`src/rtl/mf3_pkg.sv`:
```
`timescale 1ns / 1ps
package mf3_pkg;

    // Field widths fixed by the pixel stream format
    localparam int unsigned WIDTH_W = 11;
    localparam int unsigned COL_W   = 10;
    localparam int unsigned ROW_W   = 12;
    localparam logic [WIDTH_W-1:0] WIDTH_RESET = 11'd640;

    // Operation codes
    localparam logic OP_PIXEL = 1'b0;
    localparam logic OP_FLUSH = 1'b1;

    // Job queue between front and back
    localparam int unsigned Q_DEPTH = 4;
    localparam int unsigned Q_AW    = 2;
    localparam int unsigned Q_CW    = 3;

    typedef logic [23:0]      t_pix;
    typedef logic [8:0][23:0] t_win;   // index = row*3 + col
    typedef logic [8:0][7:0]  t_b9;

    // One emitting position: window snapshot plus where it goes
    typedef struct packed {
        t_win             win;
        logic             interior;
        logic             two;       // row end: second pixel follows
        logic [ROW_W-1:0] row;
        logic [COL_W-1:0] col;
    } t_job;

    // Compare-exchange: smaller value ends at a
    function automatic t_b9 cs(t_b9 p, logic [3:0] a, logic [3:0] b);
        t_b9 r;
        r = p;
        if (p[a] > p[b]) begin
            r[a] = p[b];
            r[b] = p[a];
        end
        return r;
    endfunction

    // Median-of-nine network, first half (three levels)
    function automatic t_b9 sort_a(t_b9 p);
        t_b9 r;
        r = cs(p, 4'd1, 4'd2);
        r = cs(r, 4'd4, 4'd5);
        r = cs(r, 4'd7, 4'd8);
        r = cs(r, 4'd0, 4'd1);
        r = cs(r, 4'd3, 4'd4);
        r = cs(r, 4'd6, 4'd7);
        r = cs(r, 4'd1, 4'd2);
        r = cs(r, 4'd4, 4'd5);
        r = cs(r, 4'd7, 4'd8);
        return r;
    endfunction

    // Median-of-nine network, second half
    function automatic logic [7:0] sort_b(t_b9 p);
        t_b9 r;
        r = cs(p, 4'd0, 4'd3);
        r = cs(r, 4'd5, 4'd8);
        r = cs(r, 4'd4, 4'd7);
        r = cs(r, 4'd3, 4'd6);
        r = cs(r, 4'd1, 4'd4);
        r = cs(r, 4'd2, 4'd5);
        r = cs(r, 4'd4, 4'd7);
        r = cs(r, 4'd4, 4'd2);
        r = cs(r, 4'd6, 4'd4);
        r = cs(r, 4'd4, 4'd2);
        return r[4];
    endfunction

endpackage

```
`src/rtl/mf3_if.sv`:
```


// Result channel
interface mf3_out_if;
    logic        valid;
    logic        ready;
    logic [7:0]  out_blue;
    logic [7:0]  out_green;
    logic [7:0]  out_red;
    logic [11:0] out_row;
    logic [9:0]  out_col;
    logic        last_of_run;
    modport source (output valid, out_blue, out_green, out_red, out_row, out_col,
                    last_of_run, input ready);
    modport sink   (input valid, out_blue, out_green, out_red, out_row, out_col,
                    last_of_run, output ready);
endinterface


```
`src/rtl/mf3_back.sv`:
```
`timescale 1ns / 1ps
module mf3_back (
    input  logic           i_clk,
    input  logic           i_rst_n,
    input  logic           i_valid,
    input  mf3_pkg::t_job  i_job,
    output logic           o_pop,
    mf3_out_if.source      o_pix
);
    import mf3_pkg::*;

    // Stage A: first half of the sort network
    logic             r_a_v;
    t_win             r_a_part;
    t_pix             r_a_center;
    t_pix             r_a_second;
    logic             r_a_int;
    logic             r_a_two;
    logic [ROW_W-1:0] r_a_row;
    logic [COL_W-1:0] r_a_col;

    // Output register
    logic             r_o_v;
    logic             r_o_phase;
    t_pix             r_o_pix;
    t_pix             r_o_second;
    logic             r_o_two;
    logic [ROW_W-1:0] r_o_row;
    logic [COL_W-1:0] r_o_col;

    logic out_take;
    logic out_done;
    logic o_free;
    logic a_free;
    t_win part;
    t_pix med;
    t_pix out_pix;

    assign out_take = o_pix.valid && o_pix.ready;
    assign out_done = out_take && (r_o_phase || !r_o_two);
    assign o_free   = !r_o_v || out_done;
    assign a_free   = !r_a_v || o_free;
    assign o_pop    = i_valid && a_free;

    // Per-channel partial sort
    always_comb begin
        t_b9 b;
        t_b9 s;
        part = '0;
        for (int ch = 0; ch < 3; ch++) begin
            for (int n = 0; n < 9; n++) begin
                b[n] = i_job.win[n][ch*8 +: 8];
            end
            s = sort_a(b);
            for (int n = 0; n < 9; n++) begin
                part[n][ch*8 +: 8] = s[n];
            end
        end
    end

    // Per-channel median pick
    always_comb begin
        t_b9 b;
        med = '0;
        for (int ch = 0; ch < 3; ch++) begin
            for (int n = 0; n < 9; n++) begin
                b[n] = r_a_part[n][ch*8 +: 8];
            end
            med[ch*8 +: 8] = sort_b(b);
        end
    end

    // Valid flags and phase
    always_ff @(posedge i_clk) begin
        if (!i_rst_n) begin
            r_a_v     <= 1'b0;
            r_o_v     <= 1'b0;
            r_o_phase <= 1'b0;
        end else begin
            if (a_free) begin
                r_a_v <= i_valid;
            end
            if (o_free) begin
                r_o_v     <= r_a_v;
                r_o_phase <= 1'b0;
            end else if (out_take) begin
                r_o_phase <= 1'b1;
            end
        end
    end

    // Stage A payload
    always_ff @(posedge i_clk) begin
        if (o_pop) begin
            r_a_part   <= part;
            r_a_center <= i_job.win[4];
            r_a_second <= i_job.win[5];
            r_a_int    <= i_job.interior;
            r_a_two    <= i_job.two;
            r_a_row    <= i_job.row;
            r_a_col    <= i_job.col;
        end
    end

    // Output payload
    always_ff @(posedge i_clk) begin
        if (o_free && r_a_v) begin
            r_o_pix    <= r_a_int ? med : r_a_center;
            r_o_second <= r_a_second;
            r_o_two    <= r_a_two;
            r_o_row    <= r_a_row;
            r_o_col    <= r_a_col;
        end
    end

    // Row end sends the last column as a second transaction
    assign out_pix           = r_o_phase ? r_o_second : r_o_pix;
    assign o_pix.valid       = r_o_v;
    assign o_pix.out_blue    = out_pix[7:0];
    assign o_pix.out_green   = out_pix[15:8];
    assign o_pix.out_red     = out_pix[23:16];
    assign o_pix.out_row     = r_o_row;
    assign o_pix.out_col     = r_o_phase ? (r_o_col + COL_W'(1)) : r_o_col;
    assign o_pix.last_of_run = r_o_phase || !r_o_two;
endmodule

```
`src/flat_wrapper.sv`:
```
// flat-port wrapper written by rule: the top's interface ports become plain ports
module mf3_back_flat import mf3_pkg::*;
  (i_clk, i_rst_n, i_valid, i_job, o_pop, o_pix_valid, o_pix_out_blue, o_pix_out_green, o_pix_out_red, o_pix_out_row, o_pix_out_col, o_pix_last_of_run, o_pix_ready);
  mf3_out_if o_pix_i ();
  input  logic i_clk;
  input  logic i_rst_n;
  input  logic i_valid;
  input  mf3_pkg::t_job i_job;
  output logic o_pop;
  output wire logic [$bits(o_pix_i.valid)-1:0] o_pix_valid;
  output wire logic [$bits(o_pix_i.out_blue)-1:0] o_pix_out_blue;
  output wire logic [$bits(o_pix_i.out_green)-1:0] o_pix_out_green;
  output wire logic [$bits(o_pix_i.out_red)-1:0] o_pix_out_red;
  output wire logic [$bits(o_pix_i.out_row)-1:0] o_pix_out_row;
  output wire logic [$bits(o_pix_i.out_col)-1:0] o_pix_out_col;
  output wire logic [$bits(o_pix_i.last_of_run)-1:0] o_pix_last_of_run;
  input wire logic [$bits(o_pix_i.ready)-1:0] o_pix_ready;
  assign o_pix_valid = o_pix_i.valid;
  assign o_pix_out_blue = o_pix_i.out_blue;
  assign o_pix_out_green = o_pix_i.out_green;
  assign o_pix_out_red = o_pix_i.out_red;
  assign o_pix_out_row = o_pix_i.out_row;
  assign o_pix_out_col = o_pix_i.out_col;
  assign o_pix_last_of_run = o_pix_i.last_of_run;
  assign o_pix_i.ready = o_pix_ready;
  mf3_back u_core (.i_clk(i_clk), .i_rst_n(i_rst_n), .i_valid(i_valid), .i_job(i_job), .o_pop(o_pop), .o_pix(o_pix_i));
endmodule
```
`config.mk`:
```
export PLATFORM = sky130hd
export DESIGN_NAME = mf3_back_flat
export DESIGN_NICKNAME = d
export VERILOG_FILES = /design/src/rtl/mf3_pkg.sv /design/src/rtl/mf3_if.sv /design/src/rtl/mf3_back.sv /design/src/flat_wrapper.sv
export SDC_FILE = /design/constraint.sdc
export NUM_CORES = 1
export LEC_CHECK = 0
export ABC_CLOCK_PERIOD_IN_PS = 50400
export BUFFER_PORTS_ARGS = -buffer_cell sky130_fd_sc_hd__buf_2
export CAP_MARGIN = 20
export CORE_MARGIN = 10
export CORE_UTILIZATION = 59
export DETAILED_ROUTE_END_ITERATION = 7
export GPL_TIMING_DRIVEN = 0
export PLACE_DENSITY = 0.79
export SKIP_LAST_GASP = 1
export SLEW_MARGIN = 20
export SYNTH_ARGS = -nofsm -noshare
export SYNTH_HDL_FRONTEND = slang
export SYNTH_SLANG_ARGS = --single-unit
```
`constraint.sdc`:
```
create_clock -name i_clk -period 50.4 [get_ports i_clk]
set_input_delay 7.56 -clock i_clk [delete_from_list [all_inputs] [get_ports i_clk]]
set_output_delay 7.56 -clock i_clk [all_outputs]
set_load 0.01 [all_outputs]
```
Word-level counts from Yosys, hierarchy flattened
Cells that the tools add are included.
Word-level totals
  logic and storage cells: 159
  output and inout port bits: 49
  bits in registers: 362
Operators by class
  add/sub/neg operators: 1
  bitwise operators: 1
  reductions and logical operators: 11
  muxes and demuxes: 66
  magnitude comparators: 57
Operators by type and width (number)
  $gt 8x8->1: 57
  $mux 16: 27
  $mux 8: 36
  $mux 24: 2
  $add 10x1->10 const B: 1
  $mux 10: 1
  $logic_and 1x1->1: 4
  $logic_not 1->1: 3
  $logic_or 1x1->1: 3
  $reduce_or 2->1: 1
  $not 1->1: 1

Depth between registers and ports, before layout
  depth in word-level cells: 13
  gate-level depth with buffers: 64

Least setup slack after synthesis
No wires, ideal clock.
  kind: in2out
  start: in o_pix_ready
  end: out o_pop
  setup slack: 14206 ps
  path buffers: 0
  data required time: 42840 ps
  arrival time: 28634 ps
  cell stages on the path: 2
  path through: a21boi_0 -> a21boi_0
Between the ends
  longest elaborated chain between the ends: 5
RTL lines
  start: declaration: line flat_wrapper.sv:17  | input wire logic [$bits(o_pix_i.ready)-1:0] o_pix_ready;
  $logic_and 1x1->1: line mf3_back.sv:39  | assign out_take = o_pix.valid && o_pix.ready;
  $logic_and 1x1->1: line mf3_back.sv:40  | assign out_done = out_take && (r_o_phase || !r_o_two);
  $logic_or 1x1->1: line mf3_back.sv:41  | assign o_free = !r_o_v || out_done;
  $logic_or 1x1->1: line mf3_back.sv:42  | assign a_free = !r_a_v || o_free;
  $logic_and 1x1->1: line mf3_back.sv:43  | assign o_pop = i_valid && a_free;
  end: declaration: line flat_wrapper.sv:9  | output logic o_pop;
No other way between the ends.

Final worst setup path
Ends and elaborated chain as after synthesis.

==> metrics <==
result of the run complete, no violations; setup repair after global routing missed its margin false; area of the die 61200 µm²; aggregate routed wire length a little over 80 mm; fin util 0.677; number of I/O pins ~300; met2 WL 37.9 mm; end of the worst register-to-register path u_core.r_o_pix[18]; synthesized area per cell approximately 9.5 µm²; Post-CTS Setup Inserts 0; Netlist Area Pre-Place slightly above 30000 µm²; stages on the worst setup path 5; GRT Overall Usage 0.258; final routed DRC violation total 0; share of post-route cells with drive strength above 1 0.133; maximum level of the CTS H-tree 2; total of warnings raised by yosys 0; length of the first detailed-routing pass in iterations 5; average routed wire per standard cell roughly 19 µm; timing-limited maximum frequency around 60 MHz; Crit. End Element output port; number of vias in the routed layout approximately 25000; worst endpoint data arrival time a little over 9 ns; CTS tree built; Post-synth EDFFs roughly 360; largest family of logic cells by synthesized area adder cells; buffers plus inverters on the worst setup path 3; post-synthesis mux area share 0.127; number of antenna violations at the first check in global routing 4; total nets after synthesis around 3900; Hold-fix buffers, CTS 0; row count 83; most numerous cell on the critical path sky130_fd_sc_hd__buf_2; Final TNS setup 0 ns; largest net degree at the start of global routing 27; highest layer used for signal routing met5; initial core utilization 0.596; Simple-Gate Fraction of Synth Area 0.118; ys flop type sky130_fd_sc_hd__edfxtp_1; Chip Width about 250 µm; total of max-cap violations 0; Clock Skew 0.0169 ns; count of distinct cell types in the synthesized netlist 80; Reg2Reg Setup Slack around 37 ns; clk root buf sky130_fd_sc_hd__clkbuf_16; max-slew violation count 0; area fraction in compound gates after synthesis 0.159; delay-heaviest family, CP compound AO/OA/AOI/OAI gates; termination of the worst setup path o_pop; vertical die dimension between 200 and 250 µm; number of resized instances in the post-cts repair step 0; count of mapped cells out of synthesis ~3200; sequential area share after synthesis 0.355; Clock Pin Slew Worst Setup and Hold Paths around 0.060 ns; total number of nets in the final design around 4300; Slowest cell on crit path sky130_fd_sc_hd__a21boi_0; Critical Path RT roughly 43 ns; number of global-route vias before repair approximately 24000; area delta synth->final 13.7%; count of cells along the worst register-to-register path 60; most common cell after layout, fill and taps aside sky130_fd_sc_hd__ha_1; first-pass GRT wire length approximately 130 mm; buffers added on ports 292; adder-cell share of the synthesized area 0.185; asr flop ratio synth 0; maximum fanout along the worst path 19; crit start category input port; CTS sink cnt 362; fin crit share 0.331; Max-slew headroom 0.323; final critical path time including I/O delays and setup approximately 17 ns; source of the critical timing path o_pix_ready; worst setup path category in -> out; Worst Hold Class reg -> reg; slowest cell delay on critical path roughly 0.77 ns; half-perimeter wire length of the detailed placement result approximately 66 mm; area of the core region around 51000 µm²; launch point of the worst reg-to-reg path u_core.r_a_part[185]; highest-count cells in the layout ignoring fill and taps 451 x sky130_fd_sc_hd__ha_1, 359 x sky130_fd_sc_hd__edfxtp_1, 326 x sky130_fd_sc_hd__inv_1; slew at the pin closest to its max-slew limit roughly 1.0 ns; final RePlAce weighted congestion just under 1; number of endpoints failing setup at the final stage 0; Remaining Overflow, GRT 0; antenna-violating nets left 0; insertion delay of the later-clocked pin in the worst-skew pair between 0.5 and 0.6 ns; vias per cell a little under 6; buffers from clock root to sink, at most 3; number of buffers added by the clock tree synthesis step 42; Final Hold Violating Endpoints 0; M1 WL ~35 mm; DRT iter0 DRCs about 1800; post-synthesis register bit count 362; cells along the critical path buf_2, a21boi_0, a21boi_4, buf_16, buf_2; post-synthesis share of cell area spent on xor and xnor gates 0.00287; met3 routed wirelength 6.09 mm
metrics by stage:
step | instance area, µm² | instances | setup WS [ns] | hold slack, ns
finish | 34700 | 4275 | 33.72 | 0.415
global route | 34700 | 4274 | 33.59 | 0.417
CTS | 34700 | 4272 | 33.72 | 0.414
detailed placement | 33300 | 4196 | 33.82 | 0.405
global placement | 32800 | 4179 | 2.92 | 0.400
floorplan | 30500 | 3207 | 14.21 | 0.400
layout make-up:
| cell class | count | area (µm²) |
|---|---|---|
| tap | 680 | 851 |
| timing repair buffer | 309 | 1890 |
| fill | 4012 | 16500 |
| multi-input combinational | 2423 | 18100 |
| inverter | 328 | 1230 |
| clock inverter | 33 | 344 |
| sequential | 362 | 10800 |
| antenna | 3 | 7.51 |
| buffer | 94 | 364 |
| clock buffer | 43 | 1050 |
kinds of logic after synthesis:
kind of cell	count (synthesis)
AOI/OAI and AO/OA	812
and+or+nand+nor	772
adders and majority gates	451
buffers and inverters	422
muxes	378
DFF	362
xor gates and xnor gates	10
worst min-delay path by stage:
stage,cells after the start,slack [ns],start,to
2_1_floorplan,0,0.40,u_core.r_a_row[0],u_core.o_pix.out_row[0]
3_3_place_gp,0,0.40,u_core.r_a_row[3],u_core.o_pix.out_row[3]
3_5_place_dp,0,0.40,u_core.r_a_row[4],u_core.o_pix.out_row[4]
4_1_cts,0,0.41,u_core.r_a_row[8],u_core.o_pix.out_row[8]
5_1_grt,0,0.42,u_core.r_a_row[11],u_core.o_pix.out_row[11]
6_report,0,0.41,u_core.r_a_row[8],u_core.o_pix.out_row[8]
flip-flops by register name, indices dropped and copies added (netlist names):
register	cells
u_core.r_a_part	216
u_core.r_a_center	24
u_core.r_a_second	24
u_core.r_o_pix	24
u_core.r_o_second	24
u_core.o_pix.out_row	12
u_core.r_a_row	12
u_core.r_a_col	10
u_core.r_o_col	10
u_core.o_pix.valid	1
u_core.r_a_int	1
u_core.r_a_two	1
u_core.r_a_v	1
u_core.r_o_phase	1
u_core.r_o_two	1
synthesized netlist by cell type, types with 7 or more instances:
cell                          n  area, µm²
sky130_fd_sc_hd__o2bb2ai_1   10       87.6
sky130_fd_sc_hd__a211oi_1    10       75.1
sky130_fd_sc_hd__nand2_1    247        927
sky130_fd_sc_hd__o21a_1      47        353
sky130_fd_sc_hd__inv_1      326       1220
sky130_fd_sc_hd__nor2_1     218        818
sky130_fd_sc_hd__o21ai_1     21        105
sky130_fd_sc_hd__nor2b_1     56        350
sky130_fd_sc_hd__nor3_1      10       50.1
sky130_fd_sc_hd__nand4_1     32        200
sky130_fd_sc_hd__buf_1        9       33.8
sky130_fd_sc_hd__a22oi_1      7       52.6
sky130_fd_sc_hd__clkbuf_1    76        285
sky130_fd_sc_hd__o221ai_1     8       70.1
sky130_fd_sc_hd__ha_1       451       5640
sky130_fd_sc_hd__mux2i_1    314       3140
sky130_fd_sc_hd__a21o_1      68        510
sky130_fd_sc_hd__a21oi_1    267       1340
sky130_fd_sc_hd__a221o_1      7       70.1
sky130_fd_sc_hd__o21ai_0    276       1380
sky130_fd_sc_hd__nand3_1     85        425
sky130_fd_sc_hd__and2_1      13       81.3
sky130_fd_sc_hd__mux2_2      60        676
sky130_fd_sc_hd__o211ai_1     7       52.6
sky130_fd_sc_hd__and4_1       7       61.3
sky130_fd_sc_hd__edfxtp_1   359      10800
sky130_fd_sc_hd__buf_2        9       45.0
sky130_fd_sc_hd__a31oi_1      7       43.8
sky130_fd_sc_hd__nand2b_1    42        263
sky130_fd_sc_hd__and3_1      40        250
sky130_fd_sc_hd__xnor2_1      9       78.8
metal layers:
layer,global-route usage,vias up
met3,0.0412,154
met1,0.338,11700
li1,-,12500
met2,0.424,850
met4,0.0959,2
met5,0,-
Power is not shown: default switching activity piles up to over one toggle a cycle in this logic, so the estimate is an artifact.
