## config.mk

```make
export PLATFORM = sky130hd
export DESIGN_NAME = mf3_queue
export DESIGN_NICKNAME = d
export VERILOG_FILES = /design/src/rtl/mf3_pkg.sv /design/src/rtl/mf3_queue.sv
export SDC_FILE = /design/constraint.sdc
export NUM_CORES = 1
export LEC_CHECK = 0
export CAP_MARGIN = 30
export CORE_MARGIN = 4
export CORE_UTILIZATION = 45
export DETAILED_ROUTE_END_ITERATION = 8
export DONT_BUFFER_PORTS = 1
export PLACE_DENSITY = 0.67
export SETUP_SLACK_MARGIN = 0.15
export SYNTH_ARGS = -nofsm -noshare
export SYNTH_HDL_FRONTEND = slang
export SYNTH_SLANG_ARGS = --single-unit
```

## constraint.sdc

```tcl
create_clock -name i_clk -period 21.3 [get_ports i_clk]
set_clock_uncertainty 0.15 [all_clocks]
set_input_delay 1.065 -clock i_clk [delete_from_list [all_inputs] [get_ports i_clk]]
set_output_delay 1.065 -clock i_clk [all_outputs]
set_load 0.03 [all_outputs]
```

## src/rtl/mf3_pkg.sv

```systemverilog
`timescale 1ns / 1ps
package mf3_pkg;

    // Field widths fixed by the pixel stream format
    localparam int unsigned WIDTH_W = 11;
    localparam int unsigned COL_W   = 10;
    localparam int unsigned ROW_W   = 12;
    localparam logic [WIDTH_W-1:0] WIDTH_RESET = 11'd640;

    // Operation codes
    localparam logic OP_PIXEL = 1'b0;
    localparam logic OP_FLUSH = 1'b1;

    // Job queue between front and back
    localparam int unsigned Q_DEPTH = 4;
    localparam int unsigned Q_AW    = 2;
    localparam int unsigned Q_CW    = 3;

    typedef logic [23:0]      t_pix;
    typedef logic [8:0][23:0] t_win;   // index = row*3 + col
    typedef logic [8:0][7:0]  t_b9;

    // One emitting position: window snapshot plus where it goes
    typedef struct packed {
        t_win             win;
        logic             interior;
        logic             two;       // row end: second pixel follows
        logic [ROW_W-1:0] row;
        logic [COL_W-1:0] col;
    } t_job;

    // Compare-exchange: smaller value ends at a
    function automatic t_b9 cs(t_b9 p, logic [3:0] a, logic [3:0] b);
        t_b9 r;
        r = p;
        if (p[a] > p[b]) begin
            r[a] = p[b];
            r[b] = p[a];
        end
        return r;
    endfunction

    // Median-of-nine network, first half (three levels)
    function automatic t_b9 sort_a(t_b9 p);
        t_b9 r;
        r = cs(p, 4'd1, 4'd2);
        r = cs(r, 4'd4, 4'd5);
        r = cs(r, 4'd7, 4'd8);
        r = cs(r, 4'd0, 4'd1);
        r = cs(r, 4'd3, 4'd4);
        r = cs(r, 4'd6, 4'd7);
        r = cs(r, 4'd1, 4'd2);
        r = cs(r, 4'd4, 4'd5);
        r = cs(r, 4'd7, 4'd8);
        return r;
    endfunction

    // Median-of-nine network, second half
    function automatic logic [7:0] sort_b(t_b9 p);
        t_b9 r;
        r = cs(p, 4'd0, 4'd3);
        r = cs(r, 4'd5, 4'd8);
        r = cs(r, 4'd4, 4'd7);
        r = cs(r, 4'd3, 4'd6);
        r = cs(r, 4'd1, 4'd4);
        r = cs(r, 4'd2, 4'd5);
        r = cs(r, 4'd4, 4'd7);
        r = cs(r, 4'd4, 4'd2);
        r = cs(r, 4'd6, 4'd4);
        r = cs(r, 4'd4, 4'd2);
        return r[4];
    endfunction

endpackage

```

## src/rtl/mf3_queue.sv

```systemverilog
`timescale 1ns / 1ps
module mf3_queue (
    input  logic                      i_clk,
    input  logic                      i_rst_n,
    input  logic                      i_push,
    input  mf3_pkg::t_job             i_job,
    input  logic                      i_pop,
    output logic                      o_valid,
    output mf3_pkg::t_job             o_job,
    output logic [mf3_pkg::Q_CW-1:0]  o_count
);
    import mf3_pkg::*;

    t_job            r_mem [Q_DEPTH];
    logic [Q_AW-1:0] r_wp;
    logic [Q_AW-1:0] r_rp;
    logic [Q_CW-1:0] r_count;
    logic            pop;

    assign pop = i_pop && (r_count != '0);

    // Pointers and fill level
    always_ff @(posedge i_clk) begin
        if (!i_rst_n) begin
            r_wp    <= '0;
            r_rp    <= '0;
            r_count <= '0;
        end else begin
            if (i_push) begin
                r_wp <= r_wp + Q_AW'(1);
            end
            if (pop) begin
                r_rp <= r_rp + Q_AW'(1);
            end
            r_count <= r_count + Q_CW'(i_push) - Q_CW'(pop);
        end
    end

    always_ff @(posedge i_clk) begin
        if (i_push) begin
            r_mem[r_wp] <= i_job;
        end
    end

    assign o_valid = r_count != '0;
    assign o_job   = r_mem[r_rp];
    assign o_count = r_count;
endmodule

```

; ---- Word-level counts from Yosys, hierarchy flattened
; Memory sizes are Yosys's and may differ from the RTL's. A register that Yosys moved wholly into a read port is not among the register bits.
; Cells that the tools add are included.
[op_classes]
add_sub_neg = 4
mux = 4
reduce_logical = 2
[op_table]
columns = op, count
row1 = $add A2 B1 Y2 const B, 2
row2 = $mux W2, 2
row3 = $add A3 B1 Y3, 1
row4 = $reduce_bool A3 Y1, 1
row5 = $sub A3 B1 Y3, 1
row6 = $mux W1, 2
row7 = $logic_and A1 B1 Y1, 1
[totals]
regBits = 7
ramBits = 960
word_cells = 14
n_memories = 1
[mem_list]
columns = name, words, word_bits, read_ports, rd_ports_with_merged_regs, write_ports, line_no
row1 = r_mem, 4, 240, 1, 1, 1, mf3_queue.sv:14  ; t_job r_mem [Q_DEPTH];

; ---- Longest topological paths before layout
; Gate-level depths: netlist of the first run.
[depth]
word_depth = 4
ltp_mapped = 7

; ---- Least setup slack after synthesis of the first run
; OpenSTA, ideal clock, no wires.
[synth_path]
path_type = input -> register
startpoint = in i_push
endpoint = mem r_mem[0][0] (netlist name) (enable)
arrival_time_ps = 6494
required_ps = 20520
path_slack_ps = 14026
stages = 1
path_cell_list = and2_1
[synth_between]
elab_chain_len = 2
[synth_rtl]
columns = item, line_no
row1 = from (decl), mf3_queue.sv:5  ; input logic i_push,
row2 = $mux W1, mf3_queue.sv:40  ; if (i_push) begin
row3 = $mux W1 (implied by the code), mf3_queue.sv:41  ; r_mem[r_wp] <= i_job;
row4 = to (decl), mf3_queue.sv:14
; No other way between the ends.

==> results.py, run 1 <==
metrics = {
    "logic_synthesis": {
        "async_flop_share_pct": 0,
        "ys_top_cells_by_count": "edfxtp_1 (960), mux4_2 (240), buf_2 (25)",
        "synth-edff-count": 960,
        "synth_seq_area_share_pct": 82.62,
        "synth_area_leaders": "edfxtp_1 (82%), mux4_2 (15%), buf_6 (0.74%)",
        "synth_top_cell_area_share_pct": 82.11,
        "syn_area_mm2": 0.03511,
        "synth.most_common_cell": "edfxtp_1",
        "synth-seq-cells": 969,
        "synthCells": 1298,
        "avgSynthCellArea_um2": 27.05,
        "yosys_warnings": 0,
        "synth_top_area_cell": "edfxtp_1",
        "ys.flop_type": "edfxtp_1",
        "syn_nets": 1549,
        "ys_types": 19,
    },
    "timing": {
        "rsz0062_at_grt": "false",
        "finalCriticalPeriod_ps": 5673,
        "setup_viol": 0,
        "tns_ps": 0,
        "finalMaxSlewViolations": 0,
        "max_slew.worst_pin.slew_ps": 1040,
        "post-route-period-util_pct": 26.63,
        "timing.fmax_mhz": 176.3,
        "max_slew_margin_pct": 30.68,
        "hold_viol_final": 0,
    },
    "min_path": {
        "hold_class": "register to register",
    },
    "clock_network": {
        "htree_levels": 3,
        "cts_hold_buf": 0,
        "clock-root-buffer": "clkbuf_16",
        "cts_buffers": 96,
        "clk_latency_ps": 630,
        "numClockSinks": 969,
        "post_cts_buffers": 0,
        "path_clk_slew_ps": 60,
        "cts_buffer_depth": 3,
        "cts_tree": "yes",
        "cts_resized": 0,
    },
    "flow_run": {
        "max_cap_viol_count": 0,
    },
    "drt": {
        "drc": 0,
        "drt_first_pass_iters": 5,
        "ant_nets": 0,
        "drt_iter0_drc": 1015,
        "via_count": 13720,
        "routed_wl_um": 67340,
        "wl_per_cell_um": 27.08,
        "vias_per_cell": 5.517,
    },
    "pwr": {
        "finalPower_mw": 4.735,
        "irDropWorstVdd_mv": 0.08546,
        "cellLeakagePower_nw": 12.03,
        "powerDensity_mw_per_mm2": 119.9,
    },
    "worst_setup_path": {
        "cp_data_required_time_ps": 20090,
        "worstPathArrival_ps": 4460,
        "cp_slowest_stage_delay_ps": 770,
        "crit_top_cell": "buf_4",
        "crit_path_top_delay_cell": "dfxtp_4",
        "crit_type": "register to output port",
        "endpoint_kind": "output port",
        "critPathTopFamily": "buffers and inverters",
        "startpoint_type": "register",
        "cp_cell_sequence": "buf_4 > buf_4 > buf_4 > buf_12 > mux4_2",
        "crit_fanout": 37,
        "cp.buffers_inverters": 4,
    },
    "global_routing": {
        "overflow": 0,
        "grt_pass1_vias": 14650,
        "antenna_found_initial": 0,
        "grt_usage_pct": 16.17,
        "grt_max_degree": 122,
        "grt_pass1_wl_um": 98880,
    },
    "finish": {
        "area_delta_synth_final_pct": 12.49,
        "stdcell_count": 2487,
        "drive_above_1_share_pct": 28.20,
        "antennaDiodeCount": 0,
        "nNetsFinal": 1620,
        "finalInstanceArea_mm2": 0.03949,
    },
    "placed_design": {
        "io_buffers": 0,
        "place.gp.congestion": 0.7661,
        "hpwl_um": 40620,
        "place_area_mm2": 0.03631,
        "dp.cells": 2308,
    },
    "floorplan": {
        "ioPinCount": 488,
        "dieHeight_um": 287.3,
        "core_area_mm2": 0.07734,
        "rows": 102,
        "die-area_mm2": 0.08255,
        "die_w_um": 287.3,
        "start_util_pct": 45.40,
    },
    "outcome": {
        "status": "finished clean",
    },
}
-- stage by stage --
stage	setup WS, ps	util (%)	hold slack [ps]
2_1_floorplan	14030	-	298.9
3_3_place_gp	16010	46.78	303.6
3_5_place_dp	15980	46.94	313.4
4_1_cts	15260	50.97	299.4
5_1_grt	15090	51.06	310.5
6_report	15630	51.06	323.2
-- sequential cells by signal (all words and copies together), names as in the netlist, named ones only --
register / cells
o_count: 3
r_mem: 960
r_rp: 2
r_wp: 2
-- cell families (layout without fill, tap and decap cells) --
group,Yosys count,count (layout),share of synthesized area [%]
DFF,969,969,82.62
muxes,244,244,15.51
buffers and inverters,60,209,1.222
and+or+nand+nor,14,14,0.2352
adders and majority gates,7,7,0.2708
AOI/OAI and AO/OA,2,2,0.04990
xor gates and xnor gates,2,2,0.08909
-- cell type report --
cell class | count | area [µm²]
Clock buffer | 117 | 2524
Sequential cell | 969 | 29020
Inverter | 6 | 22.52
Tap cell | 1040 | 1301
Timing Repair Buffer | 27 | 360.3
Clock inverter | 59 | 588.1
Multi-Input combinational cell | 269 | 5682
Fill cell | 5896 | 37850
-- layout by cell type (no fill, tap or decap) --
cell and n:
inv_8 1, clkinvlp_4 1, inv_6 3, mux4_2 240, xnor3_1 1, or3_1 1, dfxtp_1 7, and2_1 4
inv_1 6, and2_4 4, dfxtp_4 2, clkbuf_1 19, fa_1 1, buf_4 18, bufinv_16 8, ha_1 6
clkinv_16 4, o311ai_0 1, xor2_1 1, nand2b_1 2, buf_16 6, clkinv_1 22, clkbuf_16 98, nor2b_1 1
edfxtp_1 960, mux2i_1 4, nand2_1 2, o31a_1 1, clkinv_2 20, buf_12 3
-- where the power goes --
part / switching [mW] / internal [mW] / leakage, nW / total, mW
clock network: 0.686 / 0.946 / 1.52 / 1.63
logic: 0.585 / 0.280 / 1.61 / 0.865
registers: 0.0405 / 2.20 / 8.89 / 2.24
total: 1.31 / 3.42 / 12.0 / 4.74
-- routing by layer --
layer	up-vias	global-route usage, %	routed length, µm
met5	-	0	0
met2	490	26.69	34340
li1	5792	-	-
met3	101	7.708	7713
met4	0	4.296	1320
met1	7339	19.21	23970
-- final timing paths --
kind                  from      endpoint  slack, ps  depth (start not counted)
setup reg to reg   r_wp[0]  r_mem[2][49]      17690                          5
hold reg to reg    r_rp[1]      register        320                          2
setup / recovery  register    o_job[235]      15630                          5
hold / removal     r_rp[1]      register        320                          2
-- worst reg2reg max path, delay by kind of cell, from the launching register on --
| family | cells | cell delay, ps |
|---|---|---|
| fa+ha+maj | 1 | 160 |
| simple gates | 1 | 620 |
| buf+inv | 3 | 1830 |
| flops | 1 | 350 |
No activity file was read; power rests on OpenSTA's default activity.
==> run 2, diff against run 1 <==
--- a/config.mk
+++ b/config.mk
@@ -10,7 +10,7 @@
 export CORE_UTILIZATION = 45
 export DETAILED_ROUTE_END_ITERATION = 8
 export DONT_BUFFER_PORTS = 1
-export PLACE_DENSITY = 0.67
+export PLACE_DENSITY = 0.69
 export SETUP_SLACK_MARGIN = 0.15
 export SYNTH_ARGS = -nofsm -noshare
 export SYNTH_HDL_FRONTEND = slang
==> constraint.sdc (replaced) <==
create_clock -name i_clk -period 5.16 [get_ports i_clk]
set_clock_uncertainty 0.15 [all_clocks]
set_input_delay 0.258 -clock i_clk [delete_from_list [all_inputs] [get_ports i_clk]]
set_output_delay 0.258 -clock i_clk [all_outputs]
set_load 0.03 [all_outputs]
==> results.py, run 2 (synthesis gave the netlist of run 1 again) <==
metrics = {
    "clock_network": {
        "htree_levels": 3,
        "clk_latency_ps": 630,
        "cts_buffer_depth": 3,
        "path_clk_slew_ps": 60,
        "cts_buffers": 95,
        "cts_tree": "yes",
        "numClockSinks": 969,
        "clock-root-buffer": "clkbuf_16",
    },
    "placed_design": {
        "pre_cts_ws_ps": 2447,
        "place.gp.congestion": 0.7963,
        "io_buffers": 0,
        "hpwl_um": 42260,
    },
    "worst_setup_path": {
        "cp_cell_sequence": "buf_12 > mux4_2",
        "critPathTopFamily": "flip-flops",
        "startpoint_type": "register",
        "cp_slowest_stage_delay_ps": 900,
        "worstPathArrival_ps": 2870,
        "endpoint_kind": "output port",
        "crit_fanout": 65,
        "cp_data_required_time_ps": 4750,
        "cp.buffers_inverters": 1,
        "crit_type": "register to output port",
        "crit_path_top_delay_cell": "dfxtp_4",
    },
    "global_routing": {
        "antenna_found_initial": 10,
        "grt_usage_pct": 16.80,
        "grt_pass1_wl_um": 103900,
        "overflow": 0,
        "grt_pass1_vias": 15990,
        "grt_max_degree": 126,
    },
    "timing": {
        "post-route-period-util_pct": 63.59,
        "tns_ps": 0,
        "rsz0062_at_grt": "false",
        "finalMaxSlewViolations": 0,
        "layout_setup_ws_ps": 1879,
        "max_slew.worst_pin.slew_ps": 981.8,
        "finalCriticalPeriod_ps": 3281,
        "setup_viol": 0,
        "hold_slack_ps": 72.39,
        "hold_viol_final": 0,
        "max_slew_margin_pct": 34.54,
        "timing.fmax_mhz": 304.8,
    },
    "pwr": {
        "cellLeakagePower_nw": 12.93,
        "finalPower_mw": 19.60,
        "p_clk_share_pct": 33.3,
        "switchingPower_mw": 5.505,
        "power_frac_seq_pct": 47.3,
        "p_int_mw": 14.09,
        "irDropWorstVdd_mv": 0.4144,
        "switching_share_pct": 28.09,
        "powerDensity_mw_per_mm2": 468.8,
        "p_comb_share_pct": 19.4,
    },
    "finish": {
        "nNetsFinal": 1857,
        "area_delta_synth_final_pct": 19.06,
        "utilization_pct": 54.05,
        "multi_input_area_mm2": 0.005682,
        "largest_register_ff_count": 960,
        "layout_common_cells": "edfxtp_1 (960), dlygate4sd3_1 (244), mux4_2 (240)",
        "fill_cells": 5659,
        "final_common_cell": "edfxtp_1",
        "regMostFlops": "r_mem",
        "drive_above_1_share_pct": 23.50,
        "regArea_mm2": 0.02902,
    },
    "floorplan": {
        "die_w_um": 287.3,
        "rows": 102,
        "core_area_mm2": 0.07734,
        "ioPinCount": 488,
        "start_util_pct": 45.40,
        "die-area_mm2": 0.08255,
        "dieHeight_um": 287.3,
    },
    "flow_run": {
        "max_cap_viol_count": 0,
    },
    "drt": {
        "vias_per_cell": 5.493,
        "ant_nets": 0,
        "wl_per_cell_um": 25.83,
        "via_count": 15000,
        "drt_first_pass_iters": 7,
        "drc": 0,
        "drt_iter0_drc": 1133,
        "routed_wl_um": 70520,
    },
    "outcome": {
        "status": "finished clean",
    },
    "min_path": {
        "hold_class": "input port to register",
    },
}
-- run 2: changes by cell type in the layout (fill, tap and decap cells not counted), moves of 4 or more --
cell / change
clkinv_2: -10
bufinv_16: -4
clkinv_1: +6
buf_16: -6
clkbuf_8: +5
buf_4: -11
clkinvlp_4: +4
dlygate4sd3_1: +244
buf_12: +11
diode_2: +9
-- run 2: worst paths after layout --
path / to / slack (ps) / start / cells past startpoint
max: o_job[149] / 1880 / register / 2
max reg2reg: o_count[1] / 2320 / o_count[1] / 7
min reg2reg: register / 320 / r_rp[1] / 2
min: r_mem[2][196] / 70 / i_push / 2
-- run 2: stage by stage --
step | instance area, µm² | std cells
after global placement | 36330 | 2304
after detailed placement | 36350 | 2305
after global routing | 41790 | 2727
final | 41800 | 2730
after CTS | 41780 | 2721
after floorplan | 35110 | 1298
-- run 2: worst register-to-register path: stages (launching register included) --
cell           delay (ps)
dfxtp_1               460
o31a_1                430
ha_1                  290
inv_1                  40
ha_1                  190
fa_1                  460
and2_1                160
dlygate4sd3_1         540
-- run 2: routing by layer --
layer / share of wire (%) / vias to the layer above / track usage [%]
li1: - / 6283 / -
met1: 36 / 7936 / 20.64
met2: 51 / 629 / 27.94
met3: 9.3 / 142 / 5.797
met4: 3.2 / 6 / 5.935
met5: 0.057 / - / 0
-- run 2: final cells by class --
cell class,instances,area share (%)
antenna,9,0.05388
clock buffer,118,6.115
clock inverter,54,1.018
inverter,6,0.05388
multi-input combinational,269,13.59
sequential,969,69.41
tap,1040,3.113
timing repair buffer,265,6.639
-- run 2: power by group through the flow --
stage	Combinational [mW]	Clock (mW)	Sequential (mW)
after global routing	3.99	7.04	9.31
after global placement	3.57	0	9.44
final	3.80	6.53	9.27
after detailed placement	3.60	0	9.45
after CTS	3.86	6.68	9.28
after floorplan	3.18	0	9.34
-- run 2: what timing repair did --
action	4_1_cts	5_1_grt
gates resized for setup	0	0
buffers inserted	0	0
hold endpoints to repair	995	0
hold buffers	244	0
